`src/nsst_pkg.sv`:
```
// ----------------------------------------------------------------------------
// Nested span stack tracker package
// Shared widths, codes and the configuration bundle of the span tracker.
// ----------------------------------------------------------------------------
`default_nettype none

package nsst_pkg;

	localparam int STACK_DEPTH_DEF = 32;

	localparam int REQ_W  = 2;
	localparam int KIND_W = 2;
	localparam int WORD_W = 64;

	localparam int APB_AW      = 5;
	localparam int APB_DW      = 64;
	localparam int REG_SEL_LSB = 3;
	localparam int REG_SEL_W   = 2;

	localparam logic [REQ_W-1:0] REQ_PUSH  = 2'd0;
	localparam logic [REQ_W-1:0] REQ_POP   = 2'd1;
	localparam logic [REQ_W-1:0] REQ_FLUSH = 2'd2;

	localparam logic [REG_SEL_W-1:0] REG_TRACING_ENABLED = 2'd0;
	localparam logic [REG_SEL_W-1:0] REG_SESSION_ACTIVE  = 2'd1;
	localparam logic [REG_SEL_W-1:0] REG_THREAD_INDEX    = 2'd2;
	localparam logic [REG_SEL_W-1:0] REG_THREAD_HANDLE   = 2'd3;

	typedef enum logic [KIND_W-1:0] {
		KIND_BEGIN = 2'd0,
		KIND_END   = 2'd1,
		KIND_DROP  = 2'd2
	} kind_t;

	typedef struct packed {
		logic              tracing_enabled;
		logic              session_active;
		logic [WORD_W-1:0] thread_index;
		logic [WORD_W-1:0] thread_handle;
	} cfg_t;

endpackage

`default_nettype wire

```
`src/nsst_cfg.sv`:
```
// ----------------------------------------------------------------------------
// Span tracker configuration registers
// APB-style register file holding the enables and the thread fields.
// ----------------------------------------------------------------------------
`default_nettype none

module nsst_cfg (
	input  wire logic                          clk,
	input  wire logic                          arst_n,
	input  wire logic                          psel,
	input  wire logic                          penable,
	input  wire logic                          pwrite,
	input  wire logic [nsst_pkg::APB_AW-1:0]   paddr,
	input  wire logic [nsst_pkg::APB_DW-1:0]   pwdata,
	output logic      [nsst_pkg::APB_DW-1:0]   prdata,
	output logic                               pready,
	output nsst_pkg::cfg_t                     cfg
);

	logic [nsst_pkg::REG_SEL_W-1:0] sel;
	logic                           wr_en;
	nsst_pkg::cfg_t                 cfg_q;

	assign sel    = paddr[nsst_pkg::REG_SEL_LSB +: nsst_pkg::REG_SEL_W];
	assign pready = 1'b1;
	assign wr_en  = psel && penable && pwrite && pready;
	assign cfg    = cfg_q;

	always_ff @(posedge clk or negedge arst_n) begin
		if (!arst_n) begin
			cfg_q <= '0;
		end else if (wr_en) begin
			unique case (sel)
				nsst_pkg::REG_TRACING_ENABLED: cfg_q.tracing_enabled <= pwdata[0];
				nsst_pkg::REG_SESSION_ACTIVE:  cfg_q.session_active  <= pwdata[0];
				nsst_pkg::REG_THREAD_INDEX:    cfg_q.thread_index    <= pwdata;
				nsst_pkg::REG_THREAD_HANDLE:   cfg_q.thread_handle   <= pwdata;
			endcase
		end
	end

	always_comb begin
		unique case (sel)
			nsst_pkg::REG_TRACING_ENABLED:
				prdata = {{(nsst_pkg::APB_DW-1){1'b0}}, cfg_q.tracing_enabled};
			nsst_pkg::REG_SESSION_ACTIVE:
				prdata = {{(nsst_pkg::APB_DW-1){1'b0}}, cfg_q.session_active};
			nsst_pkg::REG_THREAD_INDEX:  prdata = cfg_q.thread_index;
			nsst_pkg::REG_THREAD_HANDLE: prdata = cfg_q.thread_handle;
		endcase
	end

endmodule

`default_nettype wire

```
`config.mk`:
```
export PLATFORM = sky130hd
export DESIGN_NAME = nsst_cfg
export DESIGN_NICKNAME = d
export VERILOG_FILES = /design/src/nsst_pkg.sv /design/src/nsst_cfg.sv
export SDC_FILE = /design/constraint.sdc
export NUM_CORES = 1
export LEC_CHECK = 0
export BUFFER_PORTS_ARGS = -buffer_cell sky130_fd_sc_hd__buf_4
export CAP_MARGIN = 20
export CORE_MARGIN = 8
export CORE_UTILIZATION = 48
export CTS_CLUSTER_DIAMETER = 40
export DETAILED_ROUTE_END_ITERATION = 10
export PLACE_DENSITY = 0.87
export SLEW_MARGIN = 15
export SYNTH_ARGS = -nofsm -noshare
export SYNTH_HDL_FRONTEND = slang
export SYNTH_SLANG_ARGS = --single-unit
```
`constraint.sdc`:
```
create_clock -name clk -period 1.7 [get_ports clk]
set_clock_uncertainty 0.1 [all_clocks]
set_input_delay 0.255 -clock clk [delete_from_list [all_inputs] [get_ports clk]]
set_output_delay 0.255 -clock clk [all_outputs]
set_load 0.02 [all_outputs]
```
==> qor_table.md <==
| Group | Item | This run |
|:---|:---|:---|
| logic synthesis | Post-Syn Area per Cell | 14.6 µm² |
| placement | Worst setup slack after placement | 0.0249 ns |
| critical path | Cells on worst reg2reg path | 2 |
| placement | Last weighted congestion value of the routability-driven placer | 0.794 |
| placement | Placed instance area | 0.00841 mm² |
| clock network | Root buffer cell | clkbuf_16 |
| critical path | Worst reg2reg endpoint | cfg[0] |
| critical path | Maximum fanout along the worst path | 2 |
| power | Peak supply drop | 0.000775 V |
| logic synthesis | Cell type contributing the most total cell area after synthesis | dfrtp_1 |
| cells and area | Share of post-route cells with drive strength above 1 | 55.3% |
| floorplanning | Top-level port count | 269 |
| power | Standby leakage power | 4.91 nW |
| clock network | Clock latency on the worst-skew pair | 0.41 ns |
| floorplanning | Effective utilization at floorplan | 49.0% |
| critical path | Capturing element type of the critical path | primary output |
| job | Number of max-cap violations | 0 |
| floorplanning | Core ar. | 0.0126 mm² |
| worst hold path | Class of the tightest hold or removal check | in -> async |
| grt | Global-route usage over all layers | 23.4% |
| grt | Total gr overflow | 0 |
| cells and area | Area of all placed cells without fillers | 0.00970 mm² |
| critical path | Total buffers and inverters traversed by the critical path | 1 |
| critical path | Startpoint of the worst register-to-register path | cfg[0] |
| clock network | Number of CTS-inserted buffers | 17 |
| logic synthesis | Most repeated cell in the gate-level netlist after synthesis | dfrtp_1 |
| logic synthesis | Number of distinct standard cells referenced by the synthesized netlist | 18 |
| critical path | Critical path launch point type | flop |
| logic synthesis | Net Count, Synth | 498 |
| clock network | TritonCTS clock tree | built |
| sta | Worst path setup slack after routing | -0.134 ns |
| sta | Unrepaired setup endpoints after global routing | yes |
| clock network | Clock-pin slew reported for the worst setup and hold paths after clock tree synthesis | 0.06 ns |
| sta | Max Clk Rate | 545 MHz |
| logic synthesis | Largest cells by area after synthesis | dfrtp_1 53%, mux2_4 12%, mux2_2 11%, mux2i_1 10%, nor2b_1 6.4% |
| critical path | Family of cells with the greatest summed delay on the critical path | multiplexers |
| sta | Fin. max-slew vios | 0 |
| floorplanning | Chip width | 130 µm |
| logic synthesis | Gate Count Post-Synth | 424 |
| clock network | Clk sink count | 130 |
| logic synthesis | Most common flop cell mapped by yosys | dfrtp_1 |
| outcome | Result of the run | complete, but fails checks |
| sta | Total negative slack for setup checks | -0.134 ns |
| route | Antenna Nets Post-Route | 0 |
| sta | Shortest clock period the worst path allows after layout | 1.83 ns |
| route | Detailed-route DRC error count | 0 |
| outcome | Violated checks | negative setup slack |
| route | Via count | 4866 |
| sta | Final period util | 108% |
| critical path | Data arrival at the endpoint of the critical path | 1.48 ns |
| sta | Endpoints failing setup | 1 |
| floorplanning | Die Outline Area | 0.0168 mm² |
| route | First-pass DRT Iterations | 4 |
| cells and area | Final Util | 76.8% |
| power | Power density cells | 1310 mW/mm² |
| critical path | Worst setup slack for register-to-register paths | 0.64 ns |
| logic synthesis | Post-synth EDFFs | 0 |
| logic synthesis | Post-synthesis cell area | 0.00619 mm² |
| cells and area | Syn-to-layout area delta | 56.7% |
| placement | Port-buffer cells | 264 |
| route | Wire length per cell after detailed routing | 21.1 µm |
| logic synthesis | Total of warnings raised by yosys | 0 |
| logic synthesis | Async SR Flop Fraction | 100% |
| critical path | Data required time at the worst endpoint | 1.34 ns |
| floorplanning | Die outline height | 130 µm |
| logic synthesis | Share of synthesized area occupied by flip-flops and latches | 52.6% |
| route | 1st-iter DRT viols | 185 |
| clock network | Level count of the clock H-tree | 4 |
| logic synthesis | Top cells by count, synth | 130 x dfrtp_1, 63 x mux2i_1, 63 x nor2b_1 |
| critical path | Slowest Stage Delay on Critical Path | 0.50 ns |
| sta | Final Hold Violating Endpoints | 0 |
| critical path | Setup Crit Path Kind | reg -> out |
| logic synthesis | Fraction of synthesized cell area taken by the top area cell type | 52.6% |
| cells and area | NumNets Final | 831 |
| critical path | Ordered cell list for the critical path | mux4_2 -> buf_6 |
| logic synthesis | Number of register bits inferred by synthesis | 130 |
| grt | Vias in the first global route | 5458 |
| clock network | Maximum clock path buffer count | 2 |
| grt | Initial antenna violation count | 0 |
| critical path | Cell at the slowest stage of the critical path | mux4_2 |
| placement | Post-DP HPWL | 13.3 mm |
| route | Post-DR vias/cell | 5.16 |
| grt | First-pass GRT wire length | 30.4 mm |
| grt | Largest net degree at the start of global routing | 77 |
| route | Sum of routed wire length over all layers | 19.9 mm |
| floorplanning | Number of standard-cell rows in the floorplan | 41 |
| cells and area | Largest register FFs | 130 |
[area by class of cell]
| class | count | area [µm²] |
|---|---|---|
| Sequential cell | 130 | 3250 |
| Fill cell | 747 | 2920 |
| Timing Repair Buffer | 343 | 2890 |
| Multi-Input combinational cell | 264 | 2750 |
| Clock buffer | 22 | 474 |
| Tap cell | 172 | 215 |
| Clock inverter | 10 | 108 |
| Inverter | 1 | 3.75 |
| Antenna cell | 1 | 2.50 |
[placed cells by master, fill, tap and decap left out]
cell	instances
buf_4	266
dfrtp_1	129
dlygate4sd3_1	65
nor2b_1	63
mux2i_1	62
mux2_2	62
mux2_4	50
mux2_1	18
clkbuf_16	18
buf_12	9
clkinv_2	5
clkbuf_8	3
clkinvlp_4	3
nor3_1	2
bufinv_16	2
clkbuf_1	2
diode_2	1
mux4_2	1
mux2i_2	1
nand4_1	1
nor2_4	1
inv_2	1
or2_4	1
nand3_1	1
conb_1	1
dfrtp_2	1
buf_6	1
buf_16	1
[worst reg2reg max path, cell delays in order, from the launching register on]
cell and delay, ns:
dfrtp_2 0.42, buf_4 0.16, mux2_2 0.26
[where the power goes]
group / switching (W) / leakage (nW) / internal [W]
clock network: 0.00129 / 0.282 / 0.00226
registers: 0.000687 / 1.59 / 0.00383
logic: 0.00236 / 3.04 / 0.00232
[per-stage QoR]
stage	power (W)	instances	hold slack, ns
2_1_floorplan	0.00678	424	-0.141
6_report	0.0127	943	0.289
3_5_place_dp	0.00902	843	0.187
4_1_cts	0.0128	941	0.264
3_3_place_gp	0.00884	843	0.177
5_1_grt	0.0133	942	0.277
[layer usage]
metal  part of all wire, %  global-route usage, %  vias up
met5                     0                      0        -
met3                   6.3                   6.04       50
met1                    37                   24.8     2462
li1                      -                      -     2152
met4                   3.2                   11.4        0
met2                    54                   42.6      202
[worst max-delay path by stage]
| stage | start | cells after the start | slack [ns] | end |
|---|---|---|---|---|
| floorplan | paddr[3] | 5 | 0.06 | prdata[13] |
| finish | cfg[0] | 2 | -0.13 | prdata[0] |
| CTS | cfg[0] | 2 | -0.14 | prdata[0] |
| detailed placement | paddr[4] | 5 | 0.02 | cfg[10] |
| global placement | paddr[4] | 5 | 0.06 | cfg[10] |
| global route | cfg[0] | 2 | -0.16 | prdata[0] |
[kinds of logic after synthesis]
logic type | share of synthesized area (%)
mux | 37.2
flops | 52.6
simple gates | 6.92
buf+inv | 3.20
other cells | 0.0606
[repair_timing]
action	4_1_cts	5_1_grt
gates cloned	0	1
gates resized for setup	2	2
endpoints found under the hold margin	257	0
hold buffers	65	0
setup endpoints to repair	1	2
pin swaps	0	0
buffers inserted	1	0
No activity file was read; power rests on OpenSTA's default activity.
